--- src/rgb_led_string_frame_builder_macros.svh ---
// Assertion helpers for the frame builder.
`ifndef RGB_LED_STRING_FRAME_BUILDER_MACROS_SVH
`define RGB_LED_STRING_FRAME_BUILDER_MACROS_SVH

// Same-cycle implication, checked outside reset.
`define RLSFB_ASSERT_IMP(lbl, ante, cons) \
    lbl: assert property (@(posedge i_clk) disable iff (!i_rst_n) (ante) |-> (cons)) \
        else $error("frame builder check failed");

// Next-cycle implication, checked outside reset.
`define RLSFB_ASSERT_NXT(lbl, ante, cons) \
    lbl: assert property (@(posedge i_clk) disable iff (!i_rst_n) (ante) |=> (cons)) \
        else $error("frame builder check failed");

`endif

--- src/rlsfb_pkg.sv ---
package rlsfb_pkg;

    localparam int NUM_LEDS_DEF = 6;

    localparam int LEVEL_W = 5;
    localparam int COLOR_W = 24;

    localparam logic [7:0]         HDR_MARK   = 8'hE0;
    localparam logic [7:0]         START_BYTE = 8'h00;
    localparam logic [LEVEL_W-1:0] LEVEL_MAX  = 5'd31;

    typedef enum logic [1:0] {
        REQ_SET_ONE = 2'd0,
        REQ_SET_ALL = 2'd1,
        REQ_ALL_OFF = 2'd2,
        REQ_NONE    = 2'd3
    } t_req;

    typedef enum logic [3:0] {
        S_IDLE  = 4'b0001,
        S_START = 4'b0010,
        S_LED   = 4'b0100,
        S_END   = 4'b1000
    } t_state;

    typedef struct packed {
        logic [LEVEL_W-1:0] level;
        logic [7:0]         red;
        logic [7:0]         green;
        logic [7:0]         blue;
    } t_entry;

    localparam int ENTRY_W = $bits(t_entry);

endpackage

--- src/rlsfb_ram.sv ---
module rlsfb_ram #(
    parameter int WIDTH = 8,
    parameter int DEPTH = 4,
    localparam int AW = (DEPTH > 1) ? $clog2(DEPTH) : 1
) (
    input  logic             i_clk,
    input  logic             i_we,
    input  logic [AW-1:0]    i_waddr,
    input  logic [WIDTH-1:0] i_wdata,
    input  logic             i_re,
    input  logic [AW-1:0]    i_raddr,
    output logic [WIDTH-1:0] o_rdata
);

    logic [WIDTH-1:0] r_mem [DEPTH];
    logic [WIDTH-1:0] r_rdata;

    always_ff @(posedge i_clk) begin
        if (i_we) begin
            r_mem[i_waddr] <= i_wdata;
        end
        // hold read data until the next read
        if (i_re) begin
            r_rdata <= r_mem[i_raddr];
        end
    end

    assign o_rdata = r_rdata;

endmodule

--- src/rgb_led_string_frame_builder.sv ---
// Frame builder for a clocked RGB LED string. Each LED keeps a 5-bit level and a 24-bit
// color in a small one-port-read RAM. A command item (set one LED, set the level of all
// LEDs, or all off) updates that state and then streams the whole frame out, one byte per
// item: four 0x00 start bytes, then per LED 0xE0|level, blue, green, red, then four bytes
// of the end_fill register, with o_last on the final byte. A set-one command whose index
// is at or above NUM_LEDS changes nothing and returns a single item with byte 0, o_last 1
// and o_status 1; request code 3 is taken and ignored. A command is taken only in S_IDLE,
// which the block leaves for the whole frame. Bytes leave through the single output register,
// which moves one byte per cycle while the sink is ready, and each LED is read from the RAM
// while the previous LED's bytes drain.
// Commands that touch every LED are applied as read-modify-write on that same sweep.
// Per-entry valid bits stand in for the cleared reset state, so no clearing pass runs
// after reset. end_fill may be written only while no frame is in flight.
module rgb_led_string_frame_builder
    import rlsfb_pkg::*;
#(
    parameter int NUM_LEDS = NUM_LEDS_DEF,
    localparam int LED_AW = (NUM_LEDS > 1) ? $clog2(NUM_LEDS) : 1
) (
    input  logic       i_clk,
    input  logic       i_rst_n,
    // command channel
    input  logic       i_in_valid,
    output logic       o_in_ready,
    input  logic [1:0] i_req_type,
    input  logic [7:0] i_led_index,
    input  logic [7:0] i_brightness,
    input  logic [7:0] i_red,
    input  logic [7:0] i_green,
    input  logic [7:0] i_blue,
    // frame byte channel
    output logic       o_out_valid,
    input  logic       i_out_ready,
    output logic [7:0] o_frame_byte,
    output logic       o_last,
    output logic       o_status,
    // end_fill register write
    input  logic       i_cfg_valid,
    output logic       o_cfg_ready,
    input  logic [7:0] i_cfg_data
);

`include "rgb_led_string_frame_builder_macros.svh"

    t_state r_state, n_state;
    logic [1:0]        r_cnt, n_cnt;           // byte within the current group of four
    logic [LED_AW-1:0] r_led_idx, n_led_idx;
    t_req              r_req, n_req;
    logic [LEVEL_W-1:0] r_lvl, n_lvl;          // level for a set-all command
    logic [7:0]        r_end_fill;
    logic [NUM_LEDS-1:0] r_vld;                // entry written since reset
    logic              r_rd_vld;

    logic       r_out_valid;
    logic [7:0] r_out_byte;
    logic       r_out_last;
    logic       r_out_status;

    logic               w_adv;
    logic               w_acc;
    logic               w_bad_idx;
    logic               w_push;
    logic [7:0]         w_byte;
    logic               w_last;
    logic               w_status;
    logic               w_we;
    logic [LED_AW-1:0]  w_waddr;
    t_entry             w_wdata;
    logic               w_re;
    logic [LED_AW-1:0]  w_raddr;
    logic [ENTRY_W-1:0] w_rdata;
    t_entry             w_cur;
    t_entry             w_mod;
    logic               w_last_led;

    // The output register can take a byte when empty or draining this cycle.
    assign w_adv      = !r_out_valid || i_out_ready;
    assign o_in_ready = (r_state == S_IDLE) && w_adv;
    assign w_acc      = i_in_valid && o_in_ready;
    assign w_bad_idx  = (i_led_index >= 8'(NUM_LEDS));
    assign w_last_led = (r_led_idx == LED_AW'(NUM_LEDS - 1));
    assign o_cfg_ready = 1'b1;

    // Entry as it should leave the sweep: a never-written entry reads as zero.
    always_comb begin
        w_cur = r_rd_vld ? t_entry'(w_rdata) : '0;
        w_mod = w_cur;
        case (r_req)
            REQ_SET_ALL: w_mod.level = r_lvl;
            REQ_ALL_OFF: w_mod = '0;
            default:     w_mod = w_cur;
        endcase
    end

    always_comb begin
        n_state   = r_state;
        n_cnt     = r_cnt;
        n_led_idx = r_led_idx;
        n_req     = r_req;
        n_lvl     = r_lvl;
        w_push    = 1'b0;
        w_byte    = START_BYTE;
        w_last    = 1'b0;
        w_status  = 1'b0;
        w_we      = 1'b0;
        w_waddr   = r_led_idx;
        w_wdata   = w_mod;
        w_re      = 1'b0;
        w_raddr   = r_led_idx + LED_AW'(1);

        case (r_state)
            S_IDLE: begin
                if (w_acc) begin
                    n_req = t_req'(i_req_type);
                    n_lvl = (i_brightness > 8'(LEVEL_MAX)) ? LEVEL_MAX
                                                           : i_brightness[LEVEL_W-1:0];
                    case (t_req'(i_req_type))
                        REQ_SET_ONE: begin
                            if (w_bad_idx) begin
                                // error item in place of a frame
                                w_push   = 1'b1;
                                w_byte   = '0;
                                w_last   = 1'b1;
                                w_status = 1'b1;
                            end else begin
                                w_we    = 1'b1;
                                w_waddr = i_led_index[LED_AW-1:0];
                                w_wdata = '{level: i_brightness[LEVEL_W-1:0],
                                            red: i_red, green: i_green, blue: i_blue};
                                n_state = S_START;
                                n_cnt   = '0;
                            end
                        end
                        REQ_SET_ALL, REQ_ALL_OFF: begin
                            n_state = S_START;
                            n_cnt   = '0;
                        end
                        default: begin
                            // drop the unused request code
                        end
                    endcase
                end
            end
            S_START: begin
                w_push = w_adv;
                w_byte = START_BYTE;
                if (w_adv) begin
                    n_cnt = r_cnt + 2'd1;
                    if (r_cnt == 2'd3) begin
                        // fetch LED 0 so it is ready for the first LED byte
                        w_re      = 1'b1;
                        w_raddr   = '0;
                        n_led_idx = '0;
                        n_state   = S_LED;
                    end
                end
            end
            S_LED: begin
                w_push = w_adv;
                case (r_cnt)
                    2'd0:    w_byte = HDR_MARK | 8'(w_mod.level);
                    2'd1:    w_byte = w_mod.blue;
                    2'd2:    w_byte = w_mod.green;
                    default: w_byte = w_mod.red;
                endcase
                if (w_adv) begin
                    n_cnt = r_cnt + 2'd1;
                    // write back on the header byte; the read data holds for the rest
                    if (r_cnt == 2'd0 && r_req != REQ_SET_ONE) begin
                        w_we = 1'b1;
                    end
                    if (r_cnt == 2'd3) begin
                        if (w_last_led) begin
                            n_state = S_END;
                        end else begin
                            w_re      = 1'b1;
                            n_led_idx = r_led_idx + LED_AW'(1);
                        end
                    end
                end
            end
            S_END: begin
                w_push = w_adv;
                w_byte = r_end_fill;
                w_last = (r_cnt == 2'd3);
                if (w_adv) begin
                    n_cnt = r_cnt + 2'd1;
                    if (r_cnt == 2'd3) begin
                        n_state = S_IDLE;
                    end
                end
            end
            default: begin
                n_state = S_IDLE;
            end
        endcase
    end

    rlsfb_ram #(
        .WIDTH (ENTRY_W),
        .DEPTH (NUM_LEDS)
    ) u_led_ram (
        .i_clk   (i_clk),
        .i_we    (w_we),
        .i_waddr (w_waddr),
        .i_wdata (w_wdata),
        .i_re    (w_re),
        .i_raddr (w_raddr),
        .o_rdata (w_rdata)
    );

    always_ff @(posedge i_clk) begin
        if (!i_rst_n) begin
            r_state     <= S_IDLE;
            r_cnt       <= '0;
            r_led_idx   <= '0;
            r_req       <= REQ_NONE;
            r_end_fill  <= '0;
            r_vld       <= '0;
            r_rd_vld    <= 1'b0;
            r_out_valid <= 1'b0;
        end else begin
            r_state   <= n_state;
            r_cnt     <= n_cnt;
            r_led_idx <= n_led_idx;
            r_req     <= n_req;
            if (i_cfg_valid && o_cfg_ready) begin
                r_end_fill <= i_cfg_data;
            end
            if (w_we) begin
                r_vld[w_waddr] <= 1'b1;
            end
            if (w_re) begin
                r_rd_vld <= r_vld[w_raddr];
            end
            if (w_adv) begin
                r_out_valid <= w_push;
            end
        end
    end

    always_ff @(posedge i_clk) begin
        r_lvl <= n_lvl;
        if (w_adv && w_push) begin
            r_out_byte   <= w_byte;
            r_out_last   <= w_last;
            r_out_status <= w_status;
        end
    end

    assign o_out_valid  = r_out_valid;
    assign o_frame_byte = r_out_byte;
    assign o_last       = r_out_last;
    assign o_status     = r_out_status;

    // An error item carries a zero byte and closes its own frame.
    `RLSFB_ASSERT_IMP(a_err_item, o_out_valid && o_status, o_last && (o_frame_byte == 8'h00))
    // A good set-one command starts a frame on the next cycle.
    `RLSFB_ASSERT_NXT(a_frame_start,
        w_acc && (i_req_type == REQ_SET_ONE) && !w_bad_idx, r_state == S_START)
    // The sweep never reads an entry in the cycle it is written.
    `RLSFB_ASSERT_IMP(a_no_rw_clash, w_we && w_re, w_waddr != w_raddr)

endmodule

--- config.mk ---
export PLATFORM = sky130hd
export DESIGN_NAME = rgb_led_string_frame_builder
export DESIGN_NICKNAME = d
export VERILOG_FILES = /design/src/rlsfb_pkg.sv /design/src/rlsfb_ram.sv /design/src/rgb_led_string_frame_builder.sv
export VERILOG_INCLUDE_DIRS = /design/src /design/src/src
export SDC_FILE = /design/constraint.sdc
export NUM_CORES = 1
export LEC_CHECK = 0
export BUFFER_PORTS_ARGS = -buffer_cell sky130_fd_sc_hd__buf_4
export CAP_MARGIN = 10
export CELL_PAD_IN_SITES_DETAIL_PLACEMENT = 0
export CELL_PAD_IN_SITES_GLOBAL_PLACEMENT = 1
export CORE_AREA = 4 4 190 137
export DETAILED_ROUTE_END_ITERATION = 12
export DIE_AREA = 0 0 194 141
export PLACE_DENSITY = 0.65
export SLEW_MARGIN = 20
export SYNTH_ARGS = -nofsm -noshare
export SYNTH_HDL_FRONTEND = slang
export SYNTH_SLANG_ARGS = --single-unit
--- constraint.sdc ---
create_clock -name i_clk -period 15.15 [get_ports i_clk]
set_input_delay 1.515 -clock i_clk [delete_from_list [all_inputs] [get_ports i_clk]]
set_output_delay 1.515 -clock i_clk [all_outputs]
set_load 0.02 [all_outputs]
==> summary.txt <==
Floorplanning
  – IO Count: 68
  – Die X-Extent: about 190 um
  – Area of the core: 24300 sq um
  – Std cell rows: 48
  – Die Area: 27400 sq um
  – Initial Util: between 40% and 50%
  – Die Height: 141 um

Synth
  – Synth Instances: about 760
  – Post-Synthesis Net Count: about 830
  – Post-synth ARST share: 0%
  – Unique masters post-synth: between 60 and 70
  – Sequential area share after synthesis: 68.8%
  – Mapped Area: around 10000 sq um
  – Syn Area/Cell: around 14 sq um
  – Top FF cell, synth: edfxtp_1
  – Post-synth EDFFs: around 220
  – Ys Warns: 0
  – Flops & latches, synth: 245

CTS
  – Clk sinks: approximately 250
  – CTS Root Buffer Type: clkbuf_16
  – Reg clk slew, reported paths: 60 ps
  – Hold buffers post-CTS: 0
  – CTS Buf Count: 26
  – CTS resizes: 0
  – Post-CTS Repair Setup Buffers: 0
  – Maximum level of the CTS H-tree: 1
  – TritonCTS clock tree: built
  – Longest Clk Path Bufs: 3
  – Clock latency on the worst-skew pair: around 520 ps

GRT
  – First-pass GRT wire length: 41000 um
  – Pin count of the biggest net entering global routing: 42
  – Total track usage: about 19%
  – Vias in the first global route: between 6000 and 7000
  – Initial antenna violation count: 1
  – Gr ovfl total: 0

Layout
  – Diode count: 0
  – Area growth syn-to-layout: 17.3%
  – Share of cells above drive strength 1: around 19%
  – Filler cell count: between 2000 and 2500
  – NumNets Final: around 900
  – Final Cell Area: 12100 sq um

Worst setup path
  – Critical path arrival: about 4100 ps
  – WP depth: 7
  – Crit path max-delay family: simple AND/OR/NAND/NOR gates
  – CP peak stage delay: 760 ps
  – Reg2reg path depth: 6
  – Setup CP Type: in -> reg
  – Worst Path Max Fanout: 30
  – Worst Setup Start Kind: primary input
  – Slowest-stage cell, CP: nand3_2
  – Critical Path Sink Type: register
  – Cell repeated most along the worst path: buf_4
  – Buf/Inv on CP: 2
  – Critical path, cell by cell: buf_4, nor2b_1, nor3b_4, nand3_2, or3_1, nand2_1, buf_4
  – CP Data Required Time: around 15000 ps

Timing
  – Setup violators final: 0
  – Fin crit share: about a quarter
  – Clock skew: around 6.9 ps
  – Period minus WS final: between 3000 and 4000 ps
  – Actual slew at the worst max-slew pin: about 940 ps
  – Setup TNS: 0 ps
  – Max-slew violation count: 0
  – Slew margin rel.: between 30 and 40%
  – Max Fclk: ~250 MHz
  – RSZ-0062 raised after global routing: false
  – Hold Vio Cnt, Final: 0

Placed design
  – DP Wirelength: roughly 17000 um
  – Placed Area: 11200 sq um
  – PortBufs: 66
  – GP Congestion: roughly 0.8

Power and ir drop
  – Total power: 1530 uW
  – Leakage: 0.00426 uW
  – Max IR drop VDD: a little under 90 uV
  – Power density over cell area: ~130 nW/um^2

Run status
  – Status: finished, final reports clean

Drt
  – Final wirelength: between 20000 and 30000 um
  – Remaining DRCs: 0
  – DR WL/cell: ~23 um
  – Detailed Route Iter0 Violations: 690
  – First drt pass iteration count: 6
  – Ratio of routed vias to standard cells: around 5.7
  – Post-DRT Antenna Nets: 0
  – Via Count: roughly 6700

Worst hold path
  – Hold Path Class: reg -> reg
  – Hold path depth: 1

Job
  – Maxcap violations: 0
==> per-stage QoR <==
| step | hold WS (ps) | std cells | util, % | setup slack, ps |
|---|---|---|---|---|
| after global placement | 449 | 1119 | 46.1 | 10620 |
| final | 470 | 1167 | 49.8 | 11170 |
| after global routing | 483 | 1167 | 49.8 | 10940 |
| after floorplan | 440 | 761 | - | 9340 |
| after CTS | 470 | 1167 | 49.8 | 11110 |
| after detailed placement | 456 | 1119 | 46.1 | 10560 |
==> worst paths after layout <==
kind                                  start                     end  slack (ps)
worst max-delay path            i_out_ready  u_led_ram.r_mem[1][10]       11170
worst min-delay path               r_vld[2]                r_vld[2]         470
worst max register to register   r_state[1]  u_led_ram.r_mem[1][10]       11210
worst min register to register     r_vld[2]                r_vld[2]         470
==> sequential cells by signal, summed over array words and instances (netlist names) <==
| register | cells |
|---|---|
| r_state | 4 |
| r_end_fill | 8 |
| o_status | 1 |
| r_led_idx | 3 |
| r_lvl | 5 |
| r_vld | 6 |
| r_cnt | 2 |
| r_req | 2 |
| o_last | 1 |
| u_led_ram.o_rdata | 29 |
| o_frame_byte | 8 |
| r_rd_vld | 1 |
| u_led_ram.r_mem | 174 |
| o_out_valid | 1 |
==> cell type report <==
class | count | area [sq um] | share of cell area (%)
Multi-Input combinational cell | 450 | 3010 | 24.9
Inverter | 16 | 60.1 | 0.497
Clock buffer | 32 | 694 | 5.75
Timing Repair Buffer | 83 | 623 | 5.16
Tap cell | 325 | 407 | 3.37
Sequential cell | 245 | 7090 | 58.7
Clock inverter | 16 | 200 | 1.66
==> logic make-up (layout without fill, tap and decap cells) <==
family,after synthesis,in the layout,synth area share (%)
simple gates,157,157,7.61
fa+ha+maj,10,10,1.21
mux,68,68,6.95
other cells,1,1,0.0364
buf+inv,66,147,2.60
compound gates,212,212,12.6
flops,245,245,68.8
xor+xnor,2,2,0.170
==> where the power goes <==
group          total (uW)  internal [uW]  switching (uW)
clock                 665            409             255
combinational         110           41.0            68.8
sequential            752            743            8.63
==> metal layers <==
layer	wire length, um	global-route usage [%]	up-vias
met2	12600	31.1	213
met4	472	3.59	0
met3	1590	3.23	44
met5	0	0	-
li1	-	-	3046
met1	12600	28.6	3358
==> placed cells by master (no fill, tap or decap), types with 4 or more instances in the layout <==
| cell | n |
|---|---|
| clkbuf_16 | 27 |
| dfxtp_1 | 26 |
| o21a_1 | 5 |
| clkbuf_1 | 5 |
| a22o_1 | 13 |
| a211oi_1 | 5 |
| nor2b_1 | 5 |
| mux2_2 | 28 |
| nor3_1 | 5 |
| o22ai_1 | 35 |
| clkinv_1 | 7 |
| ha_1 | 10 |
| a32oi_1 | 4 |
| inv_1 | 15 |
| nand3_1 | 22 |
| clkinv_2 | 4 |
| o21ai_0 | 90 |
| bufinv_16 | 5 |
| mux2i_1 | 40 |
| edfxtp_1 | 218 |
| buf_4 | 83 |
| a21oi_1 | 30 |
| o211ai_1 | 4 |
| nand2_1 | 61 |
| and3_1 | 4 |
| nand2b_1 | 10 |
| nor2_1 | 27 |
==> cell usage after synthesis, types with 3 or more instances <==
master / number / area, sq um
a211oi_1: 5 / 37.5
a21oi_1: 32 / 160
a22o_1: 13 / 114
a22oi_1: 3 / 22.5
a31oi_1: 3 / 18.8
a32oi_1: 4 / 35.0
and2_1: 3 / 18.8
and3_1: 4 / 25.0
buf_1: 9 / 33.8
buf_2: 7 / 35.0
clkbuf_1: 32 / 120
dfxtp_1: 27 / 541
edfxtp_1: 218 / 6550
ha_1: 10 / 125
inv_1: 15 / 56.3
mux2_2: 28 / 315
mux2i_1: 40 / 400
nand2_1: 61 / 229
nand2b_1: 11 / 68.8
nand3_1: 22 / 110
nand3b_1: 3 / 22.5
nor2_1: 27 / 101
nor2b_1: 6 / 37.5
nor3_1: 5 / 25.0
o211ai_1: 4 / 30.0
o21a_1: 5 / 37.5
o21ai_0: 90 / 450
o22ai_1: 35 / 219
==> worst reg2reg max path: stages (launching register included) <==
cell	delay, ps
dfxtp_1	390
or4b_4	720
nor3b_4	550
nand3_2	760
or3_1	630
nand2_1	80
buf_4	410
(Power assumes the default switching activity.)
